===== src/sv/dew_point_from_temp_rh_core_assert.svh =====
// ----------------------------------------------------------------------------
// Assertion macros for the dew point core
// Concurrent checks, clocked on clk, held off while rst_n is low.
// ----------------------------------------------------------------------------
`ifndef DEW_POINT_FROM_TEMP_RH_CORE_ASSERT_SVH
`define DEW_POINT_FROM_TEMP_RH_CORE_ASSERT_SVH
`ifndef ASSERT_OFF
// antecedent implies consequent in the same cycle
`define DPT_ASSERT_IMP(lbl, ante, cons) \
    lbl: assert property (@(posedge clk) disable iff (!rst_n) (ante) |-> (cons)) \
        else $error("dew point core check failed");
// antecedent implies consequent in the next cycle
`define DPT_ASSERT_NXT(lbl, ante, cons) \
    lbl: assert property (@(posedge clk) disable iff (!rst_n) (ante) |=> (cons)) \
        else $error("dew point core check failed");
`else
`define DPT_ASSERT_IMP(lbl, ante, cons)
`define DPT_ASSERT_NXT(lbl, ante, cons)
`endif
`endif


===== src/sv/dpt_div.sv =====
// ----------------------------------------------------------------------------
// dpt_div
// Pipelined unsigned restoring divider, one quotient bit per stage.
// ----------------------------------------------------------------------------
module dpt_div #(
    parameter int DW = 39,   // dividend and quotient width
    parameter int VW = 16,   // divisor width
    parameter int SW = 1     // sideband width
) (
    input  logic          clk,
    input  logic          rst_n,
    input  logic          en,
    input  logic          in_valid,
    input  logic [DW-1:0] dividend,
    input  logic [VW-1:0] divisor,
    input  logic [SW-1:0] side_in,
    output logic          out_valid,
    output logic [DW-1:0] quotient,
    output logic [SW-1:0] side_out
);

    logic          valid_reg [0:DW];
    logic [VW-1:0] rem_reg   [0:DW];
    logic [DW-1:0] acc_reg   [0:DW];
    logic [VW-1:0] dvs_reg   [0:DW];
    logic [SW-1:0] side_reg  [0:DW];

    // load stage
    always_ff @(posedge clk or negedge rst_n) begin
        if (!rst_n) begin
            valid_reg[0] <= 1'b0;
        end else if (en) begin
            valid_reg[0] <= in_valid;
        end
    end

    always_ff @(posedge clk) begin
        if (en) begin
            rem_reg[0]  <= '0;
            acc_reg[0]  <= dividend;
            dvs_reg[0]  <= divisor;
            side_reg[0] <= side_in;
        end
    end

    // one compare and subtract per stage
    for (genvar k = 1; k <= DW; k++) begin : g_stage
        logic [VW+1:0] trial;
        logic [VW-1:0] rem_next;
        logic          ge;

        always_comb begin
            trial    = {1'b0, rem_reg[k-1], acc_reg[k-1][DW-1]} - {2'b00, dvs_reg[k-1]};
            ge       = !trial[VW+1];
            rem_next = ge ? trial[VW-1:0] : {rem_reg[k-1][VW-2:0], acc_reg[k-1][DW-1]};
        end

        always_ff @(posedge clk or negedge rst_n) begin
            if (!rst_n) begin
                valid_reg[k] <= 1'b0;
            end else if (en) begin
                valid_reg[k] <= valid_reg[k-1];
            end
        end

        always_ff @(posedge clk) begin
            if (en) begin
                rem_reg[k]  <= rem_next;
                acc_reg[k]  <= {acc_reg[k-1][DW-2:0], ge};
                dvs_reg[k]  <= dvs_reg[k-1];
                side_reg[k] <= side_reg[k-1];
            end
        end
    end

    assign out_valid = valid_reg[DW];
    assign quotient  = acc_reg[DW];
    assign side_out  = side_reg[DW];

endmodule


===== config.mk =====
export PLATFORM = sky130hd
export DESIGN_NAME = dpt_div
export DESIGN_NICKNAME = d
export VERILOG_FILES = /design/src/sv/dew_point_from_temp_rh_core_assert.svh /design/src/sv/dpt_div.sv
export SDC_FILE = /design/constraint.sdc
export NUM_CORES = 2
export LEC_CHECK = 0
export BUFFER_PORTS_ARGS = -buffer_cell sky130_fd_sc_hd__buf_4
export CAP_MARGIN = 20
export CELL_PAD_IN_SITES_DETAIL_PLACEMENT = 1
export CELL_PAD_IN_SITES_GLOBAL_PLACEMENT = 1
export CORE_MARGIN = 1.5
export CORE_UTILIZATION = 55
export CTS_CLUSTER_DIAMETER = 30
export CTS_CLUSTER_SIZE = 25
export DETAILED_ROUTE_END_ITERATION = 7
export GPL_ROUTABILITY_DRIVEN = 0
export PLACE_DENSITY = 0.81
export SETUP_SLACK_MARGIN = 0.5
export SLEW_MARGIN = 20
export SYNTH_ARGS = -nofsm -noshare
export SYNTH_HDL_FRONTEND = slang
export SYNTH_SLANG_ARGS = --single-unit

===== constraint.sdc =====
create_clock -name clk -period 8.55 [get_ports clk]
set_input_delay 0.4275 -clock clk [delete_from_list [all_inputs] [get_ports clk]]
set_output_delay 0.4275 -clock clk [all_outputs]
set_load 0.05 [all_outputs]

Word-level counts from Yosys, hierarchy flattened
Memory sizes are Yosys's and may differ from the RTL's.
Index checks and enable logic that the tools add are counted.
W data, S select, Z words.
- word-level logic and storage cells: 163
- flip-flop bits (word level): 40
- ROM bits: 0
- output and inout bits: 41
- RAM bits: 2880
- latch bits: 0
- memories kept: 4
- equal/unequal tests: 0
- add/subtract/negate cells: 39
- reduce and logical (&&, ||, !) cells: 39
- multiplexer cells: 41
- order comparisons: 0
- $mul: 0
- div/mod/pow operators: 0
- shifts and indexed selects: 0
- bitwise logic cells: 0
- memory list (memory ; depth ; bits a word ; rd ports ; clocked after Yosys merged registers in ; write ports ; RTL line ; RTL):
    acc_reg ; 40 ; 39 ; 40 ; 0 ; 40 ; dpt_div.sv:24 ; logic [DW-1:0] acc_reg [0:DW];
    dvs_reg ; 40 ; 16 ; 39 ; 0 ; 40 ; dpt_div.sv:25 ; logic [VW-1:0] dvs_reg [0:DW];
    rem_reg ; 40 ; 16 ; 39 ; 0 ; 40 ; dpt_div.sv:23 ; logic [VW-1:0] rem_reg [0:DW];
    side_reg ; 40 ; 1 ; 40 ; 0 ; 40 ; dpt_div.sv:26 ; logic [SW-1:0] side_reg [0:DW];
- operators with widths (cell ; count):
    $sub A17 B16 Y18 ; 39
    $mux W16 ; 39
    $logic_not A1 Y1 ; 39
    $mux W1 ; 2

Longest topological paths before layout
- depth after elaboration: 2
- gate-level depth with buffers: 12
- gate-level depth less buffers: 11

Least setup slack after synthesis
OpenSTA, ideal clock, no wires.
- path type: register to register
- from: mem dvs_reg[15][1]
- to: mem rem_reg[16][10] (netlist: rem_reg[8][10]), data pin
- period minus slack after synthesis: 2860 ps
- library setup time: 260 ps
- cell stages (with the launch flop): 11
- arrival: 2600 ps
- required time: 8290 ps
- path buffers: 1
- setup slack: 5690 ps
- cells stage by stage: edfxtp_1 inv_1 ha_1 nor2b_1 o31ai_1 a21oi_1 o31ai_1 a211oi_1 a21oi_2 buf_4 mux2_2
- RTL lines (what ; RTL line):
    start: declaration ; dpt_div.sv:25
    end: declaration ; dpt_div.sv:23

==> summary.md <==
| Metric | Value |
|---|---|
| Vias in the first global route | `~79k` |
| Die H | `478 µm` |
| Antenna violations before repair | `8` |
| Final min period | `~4 ns` |
| Die Area | `about 0.23 mm²` |
| Post-Syn Instances | `between 8k and 9k` |
| F_max | `0.252 GHz` |
| Final hold vios | `0` |
| GR Util All Layers | `around a quarter` |
| Final Cycle Share | `a little under half` |
| Slew Limit Fails | `0` |
| TNS Setup | `0 ns` |
| Relative slew slack | `between 10% and 20%` |
| HP Start | `en` |
| Grt total ovfl | `0` |
| Share of cells above drive strength 1 | `17.3%` |
| Worst-path fanout max | `16` |
| PostCTS Resize Cnt | `0` |
| VDD IR max | `approximately 0.00026 V` |
| CTS tree | `done` |
| Asr flop ratio synth | `around 1.4%` |
| Final ANT Viol Nets | `0` |
| Worst min path class | `primary input to register` |
| Met1 Track Usage GR | `~30%` |
| Routed WL | `298 mm` |
| Clock tree buffer depth | `4` |
| M2 GR Usage | `between 40 and 50%` |
| Max Cap Violations | `0` |
| Register area share after synthesis | `between 60% and 70%` |
| Crit path DAT | `between 4 and 5 ns` |
| Clock root cell | `clkbuf_16` |
| Grt peak-use layer | `met2` |
| Mean area per synthesized cell | `15.4 µm²` |
| Ys flop type | `edfxtp_1` |
| H-tree Lvls | `6` |
| Worst-path clk slew | `0.06 ns` |
| Clock tree sinks | `approximately 2.9k` |
| PortBufs | `100` |
| FP Rows | `174` |
| Power, Total | `between 50 and 60 mW` |
| Layout area overhead | `19.2%` |
| IO Pins | `~100` |
| CP Data Required Time | `approximately 9.2 ns` |
| Routing usage on met3 | `4.38%` |
| Leakage | `~58 nW` |
| Status | `completed` |
| WL/cell | `approximately 25 µm` |
| Worst Setup Start Kind | `register` |
| Synth cell types | `99` |
| Yosys top cell area share | `between 60 and 70%` |
| Critical path endpoint category | `register` |
| Core ar. | `roughly 0.22 mm²` |
| RSZ-0062 raised after global routing | `no` |
| DRC Markers | `0` |
| Final #Nets | `between 9k and 10k` |
| Crit Path Class | `register to register` |
| Via count | `slightly above 70k` |
| Initial Util | `55.3%` |
| Total CTS buffers | `~570` |
| Yosys warns | `0` |
| Largest register FFs | `~1.6k` |
| First-pass GRT wire length | `about 460 mm` |
| Multi-input gate area | `0.0346 mm²` |
| Netlist Area Pre-Place | `about 0.12 mm²` |
| Hpwl dp | `approximately 160 mm` |
| Largest net degree at the start of global routing | `190` |
| Clk_lat worst skew | `0.97 ns` |
| Number of fill cells | `19.7k` |
| Synth Register Bits | `~2.9k` |
| Final setup viols | `0` |
| Die width | `478 µm` |
| Number of synthesized flops with an enable pin | `2832` |
| CP startpoint | `dvs_reg[15][1]` |
| Number of iterations in the first detailed-routing pass | `6` |
| Number of DRC markers in iteration 0 | `between 5k and 6k` |
| Power per cell area | `roughly 400 mW/mm²` |
| Drt via density | `5.92` |
| Synth top area cells | `edfxtp_1 68%, ha_1 6.1%, mux2_2 4.4%` |
| Reg2reg start | `dvs_reg[15][1]` |
| Worst-Margin Slew | `1.21 ns` |
| Post-synth top area cell | `edfxtp_1` |
| Reg area | `0.0860 mm²` |
| Clock skew | `~0.068 ns` |
-- cells in the final DEF (no fill, tap or decap), types with 114 or more instances in the layout --
cell	n
a21o_1	250
nor2_1	308
o21a_1	142
buf_4	114
ha_1	609
o21ai_0	311
nand2_1	214
edfxtp_1	2832
clkbuf_16	579
xnor2_1	236
inv_1	790
a21oi_1	409
mux2_2	485
-- cells in the mapped netlist (25+ instances only) --
library cell and number:
and3_1 32, o21ai_0 311, a211oi_1 55, xor2_1 110
a21o_1 250, xnor2_1 236, o31a_1 65, ha_1 609
a221oi_1 26, mux2_2 485, nor3_1 105, inv_1 790
edfxtp_1 2832, clkbuf_1 41, o311ai_0 29, or3_1 32
a31oi_1 44, o21a_1 142, o21bai_1 35, nand2b_1 67
nand3_1 35, nor2b_1 80, a21oi_1 409, fa_1 37
nand4_1 32, buf_4 62, mux2i_1 63, dfrtp_1 40
o221ai_1 27, o211ai_1 36, nor2_1 308, nand2_1 214
o2111ai_1 25
-- kinds of logic after synthesis --
kind of cell	synth area share, %
multiplexers	4.98
XOR/XNOR	2.44
buffers and inverters	3.00
AND/OR/NAND/NOR	4.01
adder cells (fa/ha/maj)	6.73
other	0.00302
flip-flops	69.2
AO/OA/AOI/OAI	9.63
-- layer usage --
metal / vias to the layer above / routed length, µm
met3: 975 / 15000
met5: - / 10
li1: 32100 / -
met2: 2556 / 155000
met1: 36244 / 113000
met4: 2 / 14800
-- path summary, 6_finish.rpt --
kind | slack, ns | end | cells past startpoint
max | 4.58 | rem_reg[8][4] | 9
min | 0.06 | acc_reg[0][280] | 1
min in group asynchronous | 0.55 | valid_reg[27] | 4
min reg2reg | 0.36 | acc_reg[4][26] | 0
max reg2reg | 4.58 | rem_reg[8][4] | 9
max in group asynchronous | 7.81 | valid_reg[28] | 4
-- stage by stage --
step / hold slack [ns] / util [%] / instances / cell area [µm²] / setup slack, ns
after detailed placement: 0.405 / 57.2 / 11053 / 128000 / 4.79
final: 0.0584 / 65.9 / 12135 / 148000 / 4.58
after global routing: 0.0724 / 65.9 / 12134 / 148000 / 4.32
after floorplan: 0.132 / - / 8056 / 124000 / 5.69
after global placement: 0.400 / 57.2 / 11053 / 128000 / 4.84
after CTS: 0.0427 / 65.9 / 12132 / 148000 / 4.62
-- worst max-delay path: stages, from the launching register on --
cell      delay [ns]
edfxtp_1        0.43
inv_1           0.18
ha_1            0.26
nor2b_1         0.16
o31ai_1         0.31
a21oi_1         0.21
o31ai_1         0.60
a211oi_1        0.25
a21oi_2         0.86
mux2_2          0.43
-- what timing repair did --
item                                   in CTS  in global routing
buffers inserted                            0                  0
endpoints found under the hold margin      97                  0
hold buffers                               60                  0
-- cell type report --
type | count | area share [%]
flip-flops and latches | 2872 | 58.1
multi-input cells | 4268 | 23.3
clock buffers | 652 | 10.0
clock inverters | 367 | 2.86
well taps | 2992 | 2.53
inverters | 792 | 2.01
repair buffers | 190 | 1.20
diodes | 2 | 0.00338
-- report_power, final --
part           leakage (nW)  internal (mW)  switching [mW]
combinational          20.3           7.35            9.57
sequential             28.2           18.8            1.50
clock                  9.18           14.7            7.65
total                  57.7           40.8            18.7
(Power assumes the default switching activity.)
